## src/rtl/core/tfm_pkg.sv

```systemverilog
// ----------------------------------------------------------------------------
// tfm_pkg
// Shared types and constants for the trigger frame matcher.
// ----------------------------------------------------------------------------
`default_nettype none

package tfm_pkg;

    localparam int unsigned NUM_BITS_DEF     = 32;
    localparam int unsigned MAX_TRIGGERS_DEF = 1024;

    localparam int unsigned RUN_W   = 32;
    localparam int unsigned NUM_W   = 32;
    localparam int unsigned TRIG_W  = 11;
    localparam int unsigned SUM_W   = TRIG_W + 1;
    localparam int unsigned TDATA_W = 80;

    localparam int unsigned QUEUE_DEPTH = 2;

    typedef struct packed {
        logic [RUN_W-1:0]  run;
        logic [NUM_W-1:0]  num;
        logic [TRIG_W-1:0] trig;
    } tfm_item_t;

    typedef struct packed {
        logic              matched;
        logic [RUN_W-1:0]  run;
        logic [NUM_W-1:0]  num;
        logic [TRIG_W-1:0] trig;
        logic              last;
    } tfm_result_t;

    typedef struct packed {
        logic empty;
        logic full;
    } tfm_queue_status_t;

    typedef enum logic [1:0] {
        FILL_NONE,
        FILL_ONE,
        FILL_TWO
    } fill_t;

    typedef enum logic {
        FR_EVAL,
        FR_SECOND
    } front_state_t;

endpackage

`default_nettype wire

```

## src/rtl/core/tfm_front.sv

```systemverilog
// ----------------------------------------------------------------------------
// tfm_front
// Takes requests, holds the ID window and classifies each frame as matched
// or unmatched, pushing one result per cycle to the queue unless it is full.
// ----------------------------------------------------------------------------
`default_nettype none

module tfm_front #(
    parameter int unsigned NUM_BITS     = tfm_pkg::NUM_BITS_DEF,
    parameter int unsigned MAX_TRIGGERS = tfm_pkg::MAX_TRIGGERS_DEF
) (
    input  wire logic                      aclk,
    input  wire logic                      aresetn,
    input  wire logic                      s_tvalid,
    output logic                           s_tready,
    input  wire tfm_pkg::tfm_item_t        s_item,
    output logic                           push_valid,
    output tfm_pkg::tfm_result_t           push_data,
    input  wire tfm_pkg::tfm_queue_status_t q_status
);
    import tfm_pkg::*;

    logic              pend_valid_reg, pend_valid_next;
    tfm_item_t         pend_reg, pend_next;
    logic [RUN_W-1:0]  id0_run_reg, id0_run_next;
    logic [NUM_W-1:0]  id0_num_reg, id0_num_next;
    logic [RUN_W-1:0]  id1_run_reg, id1_run_next;
    logic [NUM_W-1:0]  id1_num_reg, id1_num_next;
    logic [TRIG_W-1:0] trig0_reg, trig0_next;
    fill_t             fill_reg, fill_next;
    front_state_t      state_reg, state_next;
    tfm_result_t       second_reg, second_next;

    logic                consume;
    logic [TRIG_W-1:0]   trig_sat;
    logic [NUM_BITS-1:0] diff_old;
    logic [NUM_BITS-1:0] diff_mid;
    logic [SUM_W-1:0]    sum_two;
    logic                match_one;
    logic                match_two;
    logic                match_mid;

    // saturate on arrival
    always_comb begin
        if ({21'd0, s_item.trig} > 32'(MAX_TRIGGERS)) begin
            trig_sat = TRIG_W'(MAX_TRIGGERS);
        end else begin
            trig_sat = s_item.trig;
        end
    end

    assign diff_old  = NUM_BITS'(pend_reg.num) - NUM_BITS'(id0_num_reg);
    assign diff_mid  = NUM_BITS'(pend_reg.num) - NUM_BITS'(id1_num_reg);
    assign sum_two   = {1'b0, trig0_reg} + {1'b0, pend_reg.trig};
    assign match_one = (pend_reg.run == id0_run_reg)
                    && (diff_old == NUM_BITS'({1'b0, pend_reg.trig}));
    assign match_two = (pend_reg.run == id0_run_reg) && (diff_old == NUM_BITS'(sum_two));
    assign match_mid = (pend_reg.run == id1_run_reg)
                    && (diff_mid == NUM_BITS'({1'b0, pend_reg.trig}));

    assign s_tready = !pend_valid_reg || consume;

    always_comb begin
        state_next = state_reg;
        case (state_reg)
            FR_EVAL: begin
                if (pend_valid_reg && !q_status.full && (fill_reg == FILL_TWO)
                        && (match_two || match_mid)) begin
                    state_next = FR_SECOND;
                end
            end
            FR_SECOND: begin
                if (!q_status.full) begin
                    state_next = FR_EVAL;
                end
            end
            default: state_next = FR_EVAL;
        endcase
    end

    always_comb begin
        consume      = 1'b0;
        push_valid   = 1'b0;
        push_data    = '0;
        id0_run_next = id0_run_reg;
        id0_num_next = id0_num_reg;
        id1_run_next = id1_run_reg;
        id1_num_next = id1_num_reg;
        trig0_next   = trig0_reg;
        fill_next    = fill_reg;
        second_next  = second_reg;
        case (state_reg)
            FR_EVAL: begin
                if (pend_valid_reg && !q_status.full) begin
                    consume = 1'b1;
                    case (fill_reg)
                        FILL_ONE: begin
                            if (match_one) begin
                                push_valid   = 1'b1;
                                push_data    = '{1'b1, id0_run_reg, id0_num_reg,
                                                 pend_reg.trig, 1'b1};
                                id0_run_next = pend_reg.run;
                                id0_num_next = pend_reg.num;
                            end else begin
                                id1_run_next = pend_reg.run;
                                id1_num_next = pend_reg.num;
                                trig0_next   = pend_reg.trig;
                                fill_next    = FILL_TWO;
                            end
                        end
                        FILL_TWO: begin
                            push_valid = 1'b1;
                            if (match_two || match_mid) begin
                                push_data    = '{match_two, id0_run_reg, id0_num_reg,
                                                 trig0_reg, 1'b0};
                                second_next  = '{1'b1, id1_run_reg, id1_num_reg,
                                                 pend_reg.trig, 1'b1};
                                id0_run_next = pend_reg.run;
                                id0_num_next = pend_reg.num;
                                fill_next    = FILL_ONE;
                            end else begin
                                push_data    = '{1'b0, id0_run_reg, id0_num_reg,
                                                 trig0_reg, 1'b1};
                                id0_run_next = id1_run_reg;
                                id0_num_next = id1_num_reg;
                                id1_run_next = pend_reg.run;
                                id1_num_next = pend_reg.num;
                                trig0_next   = pend_reg.trig;
                            end
                        end
                        default: begin
                            id0_run_next = pend_reg.run;
                            id0_num_next = pend_reg.num;
                            fill_next    = FILL_ONE;
                        end
                    endcase
                end
            end
            FR_SECOND: begin
                if (!q_status.full) begin
                    push_valid = 1'b1;
                    push_data  = second_reg;
                end
            end
            default: ;
        endcase
    end

    always_comb begin
        pend_valid_next = pend_valid_reg;
        pend_next       = pend_reg;
        if (s_tvalid && s_tready) begin
            pend_valid_next = 1'b1;
            pend_next       = '{s_item.run, s_item.num, trig_sat};
        end else if (consume) begin
            pend_valid_next = 1'b0;
        end
    end

    always_ff @(posedge aclk) begin
        if (!aresetn) begin
            pend_valid_reg <= 1'b0;
            fill_reg       <= FILL_NONE;
            state_reg      <= FR_EVAL;
        end else begin
            pend_valid_reg <= pend_valid_next;
            fill_reg       <= fill_next;
            state_reg      <= state_next;
        end
    end

    always_ff @(posedge aclk) begin
        pend_reg    <= pend_next;
        id0_run_reg <= id0_run_next;
        id0_num_reg <= id0_num_next;
        id1_run_reg <= id1_run_next;
        id1_num_reg <= id1_num_next;
        trig0_reg   <= trig0_next;
        second_reg  <= second_next;
    end

endmodule

`default_nettype wire

```

## src/rtl/core/tfm_queue.sv

```systemverilog
// ----------------------------------------------------------------------------
// tfm_queue
// Short result queue between classification and output.
// ----------------------------------------------------------------------------
`default_nettype none

module tfm_queue (
    input  wire logic                 aclk,
    input  wire logic                 aresetn,
    input  wire logic                 push_valid,
    input  wire tfm_pkg::tfm_result_t push_data,
    input  wire logic                 pop,
    output tfm_pkg::tfm_result_t      head,
    output tfm_pkg::tfm_queue_status_t status
);
    import tfm_pkg::*;

    localparam int unsigned PTR_W = (QUEUE_DEPTH > 1) ? $clog2(QUEUE_DEPTH) : 1;
    localparam int unsigned CNT_W = $clog2(QUEUE_DEPTH + 1);

    tfm_result_t      entry_mem [QUEUE_DEPTH];
    logic [PTR_W-1:0] wr_ptr_reg, wr_ptr_next;
    logic [PTR_W-1:0] rd_ptr_reg, rd_ptr_next;
    logic [CNT_W-1:0] count_reg, count_next;
    logic             do_push;
    logic             do_pop;

    assign status.empty = (count_reg == '0);
    assign status.full  = (count_reg == CNT_W'(QUEUE_DEPTH));
    assign do_push      = push_valid && !status.full;
    assign do_pop       = pop && !status.empty;
    assign head         = entry_mem[rd_ptr_reg];

    always_comb begin
        wr_ptr_next = wr_ptr_reg;
        rd_ptr_next = rd_ptr_reg;
        count_next  = count_reg;
        if (do_push) begin
            wr_ptr_next = (wr_ptr_reg == PTR_W'(QUEUE_DEPTH - 1)) ? '0
                                                                  : wr_ptr_reg + PTR_W'(1);
        end
        if (do_pop) begin
            rd_ptr_next = (rd_ptr_reg == PTR_W'(QUEUE_DEPTH - 1)) ? '0
                                                                  : rd_ptr_reg + PTR_W'(1);
        end
        if (do_push && !do_pop) begin
            count_next = count_reg + CNT_W'(1);
        end else if (do_pop && !do_push) begin
            count_next = count_reg - CNT_W'(1);
        end
    end

    always_ff @(posedge aclk) begin
        if (!aresetn) begin
            wr_ptr_reg <= '0;
            rd_ptr_reg <= '0;
            count_reg  <= '0;
        end else begin
            wr_ptr_reg <= wr_ptr_next;
            rd_ptr_reg <= rd_ptr_next;
            count_reg  <= count_next;
        end
    end

    always_ff @(posedge aclk) begin
        if (do_push) begin
            entry_mem[wr_ptr_reg] <= push_data;
        end
    end

endmodule

`default_nettype wire

```

## src/rtl/core/tfm_back.sv

```systemverilog
// ----------------------------------------------------------------------------
// tfm_back
// Drains the result queue into the output register and forms the first
// event number of each frame.
// ----------------------------------------------------------------------------
`default_nettype none

module tfm_back (
    input  wire logic                       aclk,
    input  wire logic                       aresetn,
    input  wire tfm_pkg::tfm_result_t       head,
    input  wire tfm_pkg::tfm_queue_status_t q_status,
    output logic                            pop,
    output logic                            m_tvalid,
    input  wire logic                       m_tready,
    output tfm_pkg::tfm_result_t            m_result
);
    import tfm_pkg::*;

    logic        valid_reg, valid_next;
    tfm_result_t out_reg, out_next;

    assign pop = !q_status.empty && (!valid_reg || m_tready);

    always_comb begin
        valid_next = valid_reg;
        out_next   = out_reg;
        if (pop) begin
            valid_next = 1'b1;
            out_next   = '{head.matched, head.run, head.num + NUM_W'(1), head.trig, head.last};
        end else if (m_tready) begin
            valid_next = 1'b0;
        end
    end

    always_ff @(posedge aclk) begin
        if (!aresetn) begin
            valid_reg <= 1'b0;
        end else begin
            valid_reg <= valid_next;
        end
    end

    always_ff @(posedge aclk) begin
        out_reg <= out_next;
    end

    assign m_tvalid = valid_reg;
    assign m_result = out_reg;

endmodule

`default_nettype wire

```

## src/rtl/core/trigger_frame_matcher_unit.sv

```systemverilog
// A request waits in the pending register; its results pass the result queue, then the
// output register. Throughput: one request per cycle while the queue is not full and the
// request yields at most one result; two hold off the next via the single queue push port.
// Reset: aresetn is synchronous, active low; it clears the ID fill and all valid flags.
// Held IDs and trigger counts are not cleared and are written before they are read.
// ----------------------------------------------------------------------------
// trigger_frame_matcher_unit
// Pairs readout frames with the event IDs around them and reports each frame
// as matched or unmatched.
// ----------------------------------------------------------------------------
`default_nettype none

module trigger_frame_matcher_unit #(
    parameter int unsigned NUM_BITS     = tfm_pkg::NUM_BITS_DEF,
    parameter int unsigned MAX_TRIGGERS = tfm_pkg::MAX_TRIGGERS_DEF
) (
    input  wire logic                        aclk,
    input  wire logic                        aresetn,
    input  wire logic                        s_tvalid,
    output logic                             s_tready,
    // run_id[31:0], event_num[63:32], trigger_count[74:64], zero pad
    input  wire logic [tfm_pkg::TDATA_W-1:0] s_tdata,
    output logic                             m_tvalid,
    input  wire logic                        m_tready,
    // frame_run[31:0], first_number[63:32], frame_triggers[74:64], zero pad
    output logic [tfm_pkg::TDATA_W-1:0]      m_tdata,
    // matched[0]
    output logic                             m_tuser,
    output logic                             m_tlast
);
    import tfm_pkg::*;

    tfm_item_t         s_item;
    logic              push_valid;
    tfm_result_t       push_data;
    tfm_result_t       head;
    tfm_queue_status_t q_status;
    logic              pop;
    tfm_result_t       m_result;

    assign s_item.run  = s_tdata[RUN_W-1:0];
    assign s_item.num  = s_tdata[RUN_W+NUM_W-1:RUN_W];
    assign s_item.trig = s_tdata[RUN_W+NUM_W+TRIG_W-1:RUN_W+NUM_W];

    tfm_front #(
        .NUM_BITS     (NUM_BITS),
        .MAX_TRIGGERS (MAX_TRIGGERS)
    ) u_front (
        .aclk       (aclk),
        .aresetn    (aresetn),
        .s_tvalid   (s_tvalid),
        .s_tready   (s_tready),
        .s_item     (s_item),
        .push_valid (push_valid),
        .push_data  (push_data),
        .q_status   (q_status)
    );

    tfm_queue u_queue (
        .aclk       (aclk),
        .aresetn    (aresetn),
        .push_valid (push_valid),
        .push_data  (push_data),
        .pop        (pop),
        .head       (head),
        .status     (q_status)
    );

    tfm_back u_back (
        .aclk     (aclk),
        .aresetn  (aresetn),
        .head     (head),
        .q_status (q_status),
        .pop      (pop),
        .m_tvalid (m_tvalid),
        .m_tready (m_tready),
        .m_result (m_result)
    );

    assign m_tdata = {{(TDATA_W - RUN_W - NUM_W - TRIG_W){1'b0}},
                      m_result.trig, m_result.num, m_result.run};
    assign m_tuser = m_result.matched;
    assign m_tlast = m_result.last;

endmodule

`default_nettype wire

```

## config.mk

```make
export PLATFORM = sky130hd
export DESIGN_NAME = trigger_frame_matcher_unit
export DESIGN_NICKNAME = d
export VERILOG_FILES = /design/src/rtl/core/tfm_pkg.sv /design/src/rtl/core/tfm_front.sv /design/src/rtl/core/tfm_queue.sv /design/src/rtl/core/tfm_back.sv /design/src/rtl/core/trigger_frame_matcher_unit.sv
export SDC_FILE = /design/constraint.sdc
export NUM_CORES = 1
export LEC_CHECK = 0
export BUFFER_PORTS_ARGS = -buffer_cell sky130_fd_sc_hd__buf_4
export CAP_MARGIN = 20
export CORE_ASPECT_RATIO = 1.5
export CORE_MARGIN = 1.5
export CORE_UTILIZATION = 35
export CTS_CLUSTER_DIAMETER = 100
export DETAILED_ROUTE_END_ITERATION = 6
export PLACE_DENSITY_LB_ADDON = 0.12
export SYNTH_ARGS = -nofsm -noshare
export SYNTH_HDL_FRONTEND = slang
export SYNTH_SLANG_ARGS = --single-unit
```

## constraint.sdc

```tcl
create_clock -name aclk -period 8.85 [get_ports aclk]
set_input_delay 1.77 -clock aclk [delete_from_list [all_inputs] [get_ports aclk]]
set_output_delay 1.77 -clock aclk [all_outputs]
set_load 0.005 [all_outputs]
```

# --- After elaboration in Yosys (flattened, before gate mapping) ---
# Memory sizes are Yosys's and may differ from the RTL's. A register that Yosys moved wholly into a read port is not among the register bits.
# Index checks and enable logic that the tools add are counted.
totals:
  ff_bits: 375
  mem_bits_rw: 154
  elab_cells: 122
  memories: 1
classes:
  n_addsub: 8
  magnitude_cmp: 1
  n_eq_ne: 12
  n_mux: 46
  bitwise: 1
  reduce_logical: 30
memory_table:
  columns: ["name", "depth", "word_bits", "read_ports", "rd_clocked_by_memory_dff", "write_ports", "line", "source"]
  rows:
  - ["u_queue.entry_mem", 2, 77, 1, 1, 1, "tfm_queue.sv:21", "tfm_result_t entry_mem [QUEUE_DEPTH];"]
ops:
  columns: ["operator", "n"]
  rows:
  - ["$mux W77", 4]
  - ["$pmux W77 S2", 2]
  - ["$mux W32", 8]
  - ["$pmux W32 S2", 4]
  - ["$eq A32 B11 Y1", 2]
  - ["$eq A32 B32 Y1", 2]
  - ["$sub A32 B32 Y32", 2]
  - ["$add A32 B1 Y32 const B", 1]
  - ["$eq A32 B12 Y1", 1]
  - ["$mux W11", 2]
  - ["$pmux W11 S2", 1]
  - ["$mux W1", 17]
  - ["$add A11 B11 Y12", 1]
  - ["$logic_and A1 B1 Y1", 12]
  - ["$gt A11 B11 Y1 const B", 1]
  - ["$mux W2", 4]
  - ["$reduce_and A4 Y1", 2]
  - ["$reduce_bool A2 Y1", 4]
  - ["$logic_not A1 Y1", 6]
  - ["$ne A2 B2 Y1 const B", 3]
  - ["$pmux W1 S2", 3]
  - ["$reduce_and A5 Y1", 1]
  - ["$eq A2 B2 Y1 const B", 2]
  - ["$pmux W2 S2", 1]
  - ["9 further kinds", 12]

# --- Longest topological paths before layout ---
# Gate-level depths: netlist of the first run.
depth:
  depth_word: 12
  mapped_depth: 20

# --- Cells and area by module ---
# From an unflattened synthesis of the first run, not the netlist that was laid out.
unflattened:
  cells_unflattened: 1850
  hier_area_um2: 25479.4
by_module_without_submodules:
  columns: ["mod", "instances", "cells_per_inst", "area_each_um2", "seq_area_each_um2"]
  rows:
  - ["tfm_front", 1, 1407, 16523.3, 8758.4]
  - ["tfm_queue", 1, 265, 5908.2, 4724.5]
  - ["tfm_back", 1, 172, 3006.6, 2332.2]
  - ["trigger_frame_matcher_unit", 1, 6, 41.3, 0.0]

# --- Least setup slack after synthesis of the first run ---
# No wires, ideal clock.
synth_timing:
  path_type: "reg-to-reg"
  start: "reg u_front.pend_reg[18] in the netlist's numbering"
  end: "reg u_front.id1_num_reg[0], enable pin"
  arrival_time_ps: 8379
  t_required_ps: 8250
  setup_slack_ps: -129
  path_stages_with_launch: 15
  path_buffers: 1
  path_cell_list: "edfxtp_1 ha_1 clkbuf_1 a211o_1 a2111oi_0 o221ai_1 a31o_2 a21oi_1 o311ai_0 a41o_1 a21oi_1 xnor2_1 nor4_1 o21a_1 nor3_1"
synth_between:
  elab_chain_len: 6
  elab_cells_between_ends: 12
  cone_classes: "2 x add/sub; 5 x eq/ne; 5 x reduce/logical"
synth_lines:
  columns: ["item", "line", "source"]
  rows:
  - ["from (decl)", "tfm_front.sv:24", "tfm_item_t pend_reg, pend_next;"]
  - ["from (signal assigned)", "tfm_front.sv:173", "pend_reg <= pend_next;"]
  - ["$sub A32 B32 Y32 (on tied branches)", "tfm_front.sv:52, tfm_front.sv:53", null]
  - ["$eq A32 B12 Y1 / $eq A32 B11 Y1 (equally long branches)", "tfm_front.sv:57, tfm_front.sv:59", null]
  - ["$logic_and A1 B1 Y1 (on tied branches)", "tfm_front.sv:57, tfm_front.sv:59", null]
  - ["$logic_or A1 B1 Y1", "tfm_front.sv:113", "if (match_two || match_mid) begin"]
  - ["$ne A2 B2 Y1 (no line)", null, null]
  - ["$reduce_and A5 Y1 (no line) *", null, null]
  - ["to (signal assigned)", "tfm_front.sv:177", "id1_num_reg <= id1_num_next;"]
  - ["to (decl)", "tfm_front.sv:28", "logic [NUM_W-1:0] id1_num_reg, id1_num_next;"]
# Every way passes the cells marked *; elsewhere a longest branch is shown, timed or not.
# A chain may end at the register's enable or synchronous reset.

# --- Final worst setup path of the first run ---
layout_timing:
  start: "reg u_front.pend_reg[11] in the netlist's numbering"
  end: "reg u_front.second_reg[45] in the netlist's numbering, enable pin"
layout_between:
  elab_chain_len: 5
  elab_cells_between_ends: 8
  cone_classes: "2 x add/sub; 2 x eq/ne; 4 x reduce/logical"
layout_lines:
  columns: ["item", "line", "source"]
  rows:
  - ["$sub A32 B32 Y32 (on tied branches)", "tfm_front.sv:52, tfm_front.sv:53", null]
  - ["$eq A32 B12 Y1 / $eq A32 B11 Y1 (equally long branches)", "tfm_front.sv:57, tfm_front.sv:59", null]
  - ["$logic_and A1 B1 Y1 (on tied branches)", "tfm_front.sv:57, tfm_front.sv:59", null]
  - ["$logic_or A1 B1 Y1 *", "tfm_front.sv:113", null]
  - ["$reduce_and A4 Y1 (no line) *", null, null]
  - ["to (signal assigned)", "tfm_front.sv:179", "second_reg <= second_next;"]
  - ["to (decl)", "tfm_front.sv:32", "tfm_result_t second_reg, second_next;"]
# Marks and branches as above.

==> impl_metrics.json, run 1 <==
{
  "synth.top_cells.by_area": "edfxtp_1 62%, ha_1 3.9%, xor2_1 3.9%",
  "cell_at_the_root_of_the_clock_tree": "clkbuf_16",
  "design.portCount": 168,
  "cts_htree_levels": 2,
  "initial_core_utilization": 0.3528,
  "detail_route.vias_per_cell": 5.158,
  "critPathTopFamily": "simple AND/OR/NAND/NOR gates",
  "tritoncts.num_buffers": 55,
  "grt_start_max_net_pins": 66,
  "tightestPinTransition_ns": 1.111,
  "drv_slew": 0,
  "rows": 120,
  "post_synthesis_sequential_area_ratio": 0.6299,
  "yosys.area.top_type": "edfxtp_1",
  "syn-instance-count": 1851,
  "hp-start": "u_front.id1_num_reg[22]",
  "cts.repair_timing.setup_buffer_count": 0,
  "max_buffers_root_to_sink": 3,
  "antenna_violating_nets_post_route": 0,
  "hold_viol_final": 0,
  "diodes": 0,
  "route.vias.total": 15390,
  "die_w_um": 221.7,
  "worst_slew_margin_rel": 0.2591,
  "critical_path_required_ns": 9.14,
  "hold_slack_ns": 0.4449,
  "clkPwrFrac": 0.306,
  "grt_pass1_vias": 15670,
  "crit_path_end_kind": "register",
  "sw_frac_of_total": 0.2940,
  "status": "finished, final reports clean",
  "rr_startpoint": "u_front.pend_reg[11]",
  "timing.hold.worst.class": "reg -> reg",
  "slowest_stage_delay_cp_ns": 1.02,
  "post-route-drc-count": 0,
  "cp_common_cell": "nor4_1",
  "netlist_area_um2": 25110,
  "gp_routability_congestion": 0.8715,
  "cp_num_buf_inv": 2,
  "die_h_um": 331.0,
  "sum_of_internal_switching_and_leakage_power_w": 0.007458,
  "clock_skew_ns": 0.02086,
  "fin_crit_share": 0.7310,
  "tritoncts": "done",
  "r2r_cells": 15,
  "cellPowerDensity_nw_per_um2": 256.6,
  "die_area_um2": 73390,
  "path_cells": "inv_1 > ha_1 > fa_1 > xnor2_1 > nor4_1 > nand2_1 > nor4_1 > o21ai_0 > nor4_1 > nand3_1 > nor4b_1 > nand4b_1 > nor4_2 > o211a_4 > buf_4",
  "path_clk_slew_ns": 0.06,
  "max_cap_viol_count": 0,
  "min_path_cells": 0,
  "cellLeakagePower_nw": 10.35,
  "setup-violations-final": 0,
  "yosys_warnings": 0,
  "grt_setup_unrepaired": "no",
  "switching_power_w": 0.002193,
  "startpoint_class_of_the_critical_path": "register",
  "largest_register": "u_queue.entry_mem",
  "layout.nets": 2187,
  "flow.area_growth_from_synthesis_pct": 15.75,
  "yosysTopAreaCellShare": 0.6219,
  "critical_path_peak_fanout": 60,
  "share_comb_of_total_power": 0.238,
  "arr_time_crit_path_ns": 6.75,
  "vdd_drop_max_mv": 0.1550,
  "layout_min_cycle_time_ns": 6.469,
  "grt_use_total": 0.1778,
  "detailedRoute.firstPassIterationCount": 5,
  "grt_pass1_wl_um": 97480,
  "port-buffer-count": 157,
  "regToRegEndpoint": "u_front.second_reg[45]",
  "post_drt_wl_per_cell_um": 22.13,
  "async_flop_share": 0,
  "synth-edff-count": 520,
  "fraction_of_final_layout_cells_sized_beyond_drive_strength_1": 0.1745,
  "setup_total_negative_slack_ns": 0,
  "place.detailed.hpwl_um": 47450,
  "p_int_w": 0.005265,
  "critical_path_class": "reg -> reg",
  "tritoncts_num_sinks": 530,
  "reg2reg_setup_slack_ns": 2.38,
  "critPathLaunch": "u_front.pend_reg[11]",
  "clock.fmax_ghz": 0.1546,
  "wirelength_um": 66040,
  "grt_antenna_before_repair": 0,
  "ys_ff_latch": 530,
  "largest_reg_flops": 154,
  "synth-main-ff-cell": "edfxtp_1",
  "layout.core_utilization": 0.4084,
  "power.share.sequential": 0.456,
  "first_iter_violations": 919,
  "crit_slowest_cell": "o211a_4",
  "ctsResizeCount": 0,
  "cts.hold.buffers_added": 0,
  "worstSkewPairLatency_ns": 0.62,
  "postSynthAreaPerCell_um2": 13.57,
  "grt_overflow": 0,
  "synthDistinctLibCells": 80,
  "timing.hold.worst_endpoint": "u_front.second_reg[34]",
  "floorplan.core_area_um2": 71170
}
[power by group through the flow]
| stage | sequential [W] | clock [W] | combinational (W) |
|---|---|---|---|
| 3_5_place_dp | 0.00346 | 0 | 0.00181 |
| 6_report | 0.00340 | 0.00228 | 0.00178 |
| 4_1_cts | 0.00341 | 0.00235 | 0.00182 |
| 2_1_floorplan | 0.00339 | 0 | 0.00117 |
| 3_3_place_gp | 0.00346 | 0 | 0.00180 |
| 5_1_grt | 0.00344 | 0.00243 | 0.00195 |
[cells in the mapped netlist, types with 3 or more instances]
master	n
a2111oi_0	3
a211o_1	4
a211oi_1	10
a21o_1	19
a21oi_1	99
a221o_1	3
a22o_1	65
a22oi_1	11
a31oi_1	12
a32oi_1	5
and2_1	15
and3_1	7
buf_1	7
buf_12	3
buf_4	6
buf_6	3
clkbuf_1	42
dfxtp_1	10
edfxtp_1	520
fa_1	3
ha_1	78
inv_1	84
mux2_2	81
mux2i_1	26
nand2_1	128
nand2b_1	9
nand3_1	32
nand4_1	28
nor2_1	67
nor2b_1	31
nor3_1	16
nor4_1	21
nor4b_1	3
o211ai_1	14
o21a_1	14
o21ai_0	93
o21ai_2	8
o21bai_1	10
o31ai_1	6
or3_1	10
or4_1	6
xnor2_1	72
xnor3_1	5
xor2_1	111
[metrics by stage]
step / area (um^2) / std cells / setup WS [ns]
floorplan: 25130 / 1855 / 1.878
global placement: 27280 / 2878 / 2.284
detailed placement: 27300 / 2879 / 2.298
CTS: 29050 / 2983 / 2.238
global route: 29060 / 2984 / 1.974
finish: 29060 / 2984 / 2.381
[how the worst max path moves through the flow]
stage	endpoint	cells past startpoint
final	u_front.second_reg[45]	15
after global routing	u_front.second_reg[45]	12
after CTS	u_front.id1_run_reg[22]	16
after detailed placement	u_front.id1_num_reg[16]	15
after global placement	u_front.id1_num_reg[20]	14
after floorplan	u_queue.entry_mem[0][0]	14
[layout make-up]
class / count / area (um^2)
Clock buffer: 68 / 1425
Tap cell: 915 / 1145
Inverter: 84 / 315.3
Timing Repair Buffer: 173 / 1331
Sequential cell: 530 / 15820
Multi-Input combinational cell: 1178 / 8707
Fill cell: 6650 / 42110
Clock inverter: 36 / 320.3
[routing by layer]
layer  part of all wire  global-route usage  up-vias
li1                   -                   -     7363
met5                  0                   0        -
met2               0.56              0.3516      319
met3              0.038             0.02574       71
met1               0.39              0.1984     7639
met4              0.018             0.04348        0
[cell families after synthesis]
kind of cell             after synthesis  share of synthesized area
other                                  1                  0.0001493
AO/OA/AOI/OAI                        406                     0.1084
AND/OR/NAND/NOR                      391                    0.07873
buffers and inverters                147                    0.02661
XOR/XNOR                             188                    0.06832
multiplexers                         107                    0.04669
adder cells (fa/ha/maj)               81                    0.04126
flip-flops                           530                     0.6299
[cell usage in the layout (no fill, tap or decap), drive strengths merged, types with 21 or more instances in the layout]
cell type / n
a22o: 65
inv: 87
nand2: 128
ha: 78
nor4: 21
clkbuf: 68
mux2: 81
xnor2: 72
a21oi: 99
nor2: 67
buf: 173
edfxtp: 520
o21ai: 102
nor2b: 31
clkinv: 25
nand3: 32
xor2: 111
nand4: 28
mux2i: 26
Power figures use the tool's default switching activity.
==> inputs of run 2 (changes only) <==
==> constraint.sdc (replaced) <==
create_clock -name aclk -period 5.4 [get_ports aclk]
set_input_delay 1.08 -clock aclk [delete_from_list [all_inputs] [get_ports aclk]]
set_output_delay 1.08 -clock aclk [all_outputs]
set_load 0.005 [all_outputs]
==> run 2 against run 1 <==
Against the previous run:
- flip-flop and latch count unchanged
- clock power is 61% higher
- final area rose by 2.1%
- critical path depth is 1 lower
- hold slack got worse by 0.0042 ns
- via count rose by 0.78%
- non-clock buffer count rose by 59
- clock skew increased by 0.0076 ns
- critical path type unchanged
==> impl_metrics.json, run 2 (synthesis results as in run 1) <==
{
  "final_cells": 3036,
  "grt_pass1_vias": 16200,
  "grt_start_max_net_pins": 65,
  "startpoint_class_of_the_critical_path": "register",
  "drv_slew": 0,
  "cts.hold.buffers_added": 0,
  "largest_register": "u_queue.entry_mem",
  "gp_routability_congestion": 0.8815,
  "status": "finished, final reports clean",
  "path_clk_slew_ns": 0.07,
  "crit_path_end_kind": "register",
  "die_w_um": 221.7,
  "place.detailed.hpwl_um": 47910,
  "rows": 120,
  "wirelength_um": 64630,
  "vdd_drop_max_mv": 0.2300,
  "largest_reg_flops": 154,
  "grt_use_total": 0.1747,
  "hold_viol_final": 0,
  "post_drt_wl_per_cell_um": 21.29,
  "grt_pass1_wl_um": 96500,
  "critical_path_required_ns": 5.75,
  "flow.area_growth_from_synthesis_pct": 18.17,
  "layout_min_cycle_time_ns": 5.258,
  "die_h_um": 331.0,
  "layout.core_utilization": 0.4169,
  "detailedRoute.firstPassIterationCount": 5,
  "fin_crit_share": 0.9738,
  "critical_path_peak_fanout": 11,
  "most-common-layout-cells": "520 x edfxtp_1, 215 x buf_4, 128 x nand2_1, 111 x xor2_1, 98 x a21oi_1",
  "arr_time_crit_path_ns": 5.60,
  "first_iter_violations": 962,
  "setup-violations-final": 0,
  "fill_cells": 6591,
  "diodes": 0,
  "post-route-drc-count": 0,
  "summed_area_of_non_filler_cells_in_the_final_layout_um2": 29670,
  "cell_at_the_root_of_the_clock_tree": "clkbuf_16",
  "critical_path_class": "reg -> reg",
  "port-buffer-count": 157,
  "fraction_of_final_layout_cells_sized_beyond_drive_strength_1": 0.2018,
  "sum_of_internal_switching_and_leakage_power_w": 0.01223,
  "timing.hold.worst.class": "reg -> reg",
  "globalRouteMet1Util": 0.1906,
  "max_cap_viol_count": 0,
  "cts_htree_levels": 2,
  "dpl.cell_count": 2939,
  "clock_skew_ns": 0.02848,
  "grt_setup_unrepaired": "no",
  "tritoncts": "done",
  "gr-max-usage-layer": "met2",
  "worst_slew_margin_rel": 0.3645,
  "tightestPinTransition_ns": 0.9532,
  "placed_cell_area_um2": 27950,
  "cellPowerDensity_nw_per_um2": 412.3,
  "max_buffers_root_to_sink": 3,
  "gr-usage-met2": 0.3450,
  "clock.fmax_ghz": 0.1902,
  "place_ws_ns": -0.08054,
  "die_area_um2": 73390,
  "cellLeakagePower_nw": 10.68,
  "groute.layer.met3.usage": 0.02344,
  "grt_overflow": 0,
  "grt_antenna_before_repair": 0,
  "antenna_violating_nets_post_route": 0,
  "route.vias.total": 15510,
  "initial_core_utilization": 0.3528,
  "worstSkewPairLatency_ns": 0.62,
  "tritoncts_num_sinks": 530,
  "design.portCount": 168,
  "floorplan.core_area_um2": 71170,
  "detail_route.vias_per_cell": 5.109,
  "layout.nets": 2243,
  "layout_commonest_cell": "edfxtp_1",
  "tritoncts.num_buffers": 52,
  "final_critical_path_setup_slack_ns": 0.1416
}
run 2: cell count changes in the layout (fill, tap and decap cells not counted), moves of 4 or more:
cell,change
buf_4,+45
buf_12,+15
clkbuf_1,-5
clkinv_1,-5
clkinv_2,+4
run 2: repair_timing:
action / 4_1_cts / 5_1_grt
gates resized for setup: 1 / 3
pin swaps: 0 / 1
cloned: 0 / 0
buffers inserted: 0 / 0
setup endpoints to repair: 56 / 124
run 2: layout make-up:
class                   instances  area [um^2]  share of cell area
clock inverters                36        347.8             0.01172
multi-input cells            1178         8733              0.2943
well taps                     915         1145             0.03858
flip-flops and latches        530        15820              0.5331
inverters                      84        315.3             0.01063
repair buffers                232         1954             0.06587
clock buffers                  61         1356             0.04571
run 2: worst max-delay path, cell delays in order, from the launching register on:
cell and delay [ns]:
edfxtp_1 0.49, ha_1 0.42, a21oi_1 0.44, o21ai_0 0.25, a31oi_1 0.32, o21ai_0 0.20
or3_1 0.37, a2111oi_2 0.52, or4b_1 0.55, nor4b_2 0.24, nand4_1 0.18, o311ai_4 0.30
buf_12 0.21, buf_12 0.15, mux2_2 0.33
run 2: through the flow:
step	hold slack, ns	TNS (ns)
2_1_floorplan	0.4264	0
3_3_place_gp	0.4333	0
3_5_place_dp	0.4330	-2.336
4_1_cts	0.4419	0
5_1_grt	0.4566	0
6_report	0.4408	0
run 2: per-layer routing:
layer	routed length [um]	vias up
met1	25050	7648
met3	2173	93
met5	0	-
met4	1791	0
li1	-	7467
met2	35610	304
run 2: report_power, final:
group          total, W  internal, W  switching, W
clock network   0.00368      0.00209       0.00159
registers       0.00553      0.00522      0.000311
logic           0.00302      0.00135       0.00166
run 2: path summary, 6_finish.rpt:
| kind | slack, ns | end | startpoint | depth (start not counted) |
|---|---|---|---|---|
| hold reg to reg | 0.44 | u_front.second_reg[27] | u_front.id1_num_reg[15] | 0 |
| setup / recovery | 0.14 | u_front.id0_run_reg[14] | u_front.pend_reg[21] | 14 |
| setup reg to reg | 0.14 | u_front.id0_run_reg[14] | u_front.pend_reg[21] | 14 |
| hold / removal | 0.44 | u_front.second_reg[27] | u_front.id1_num_reg[15] | 0 |
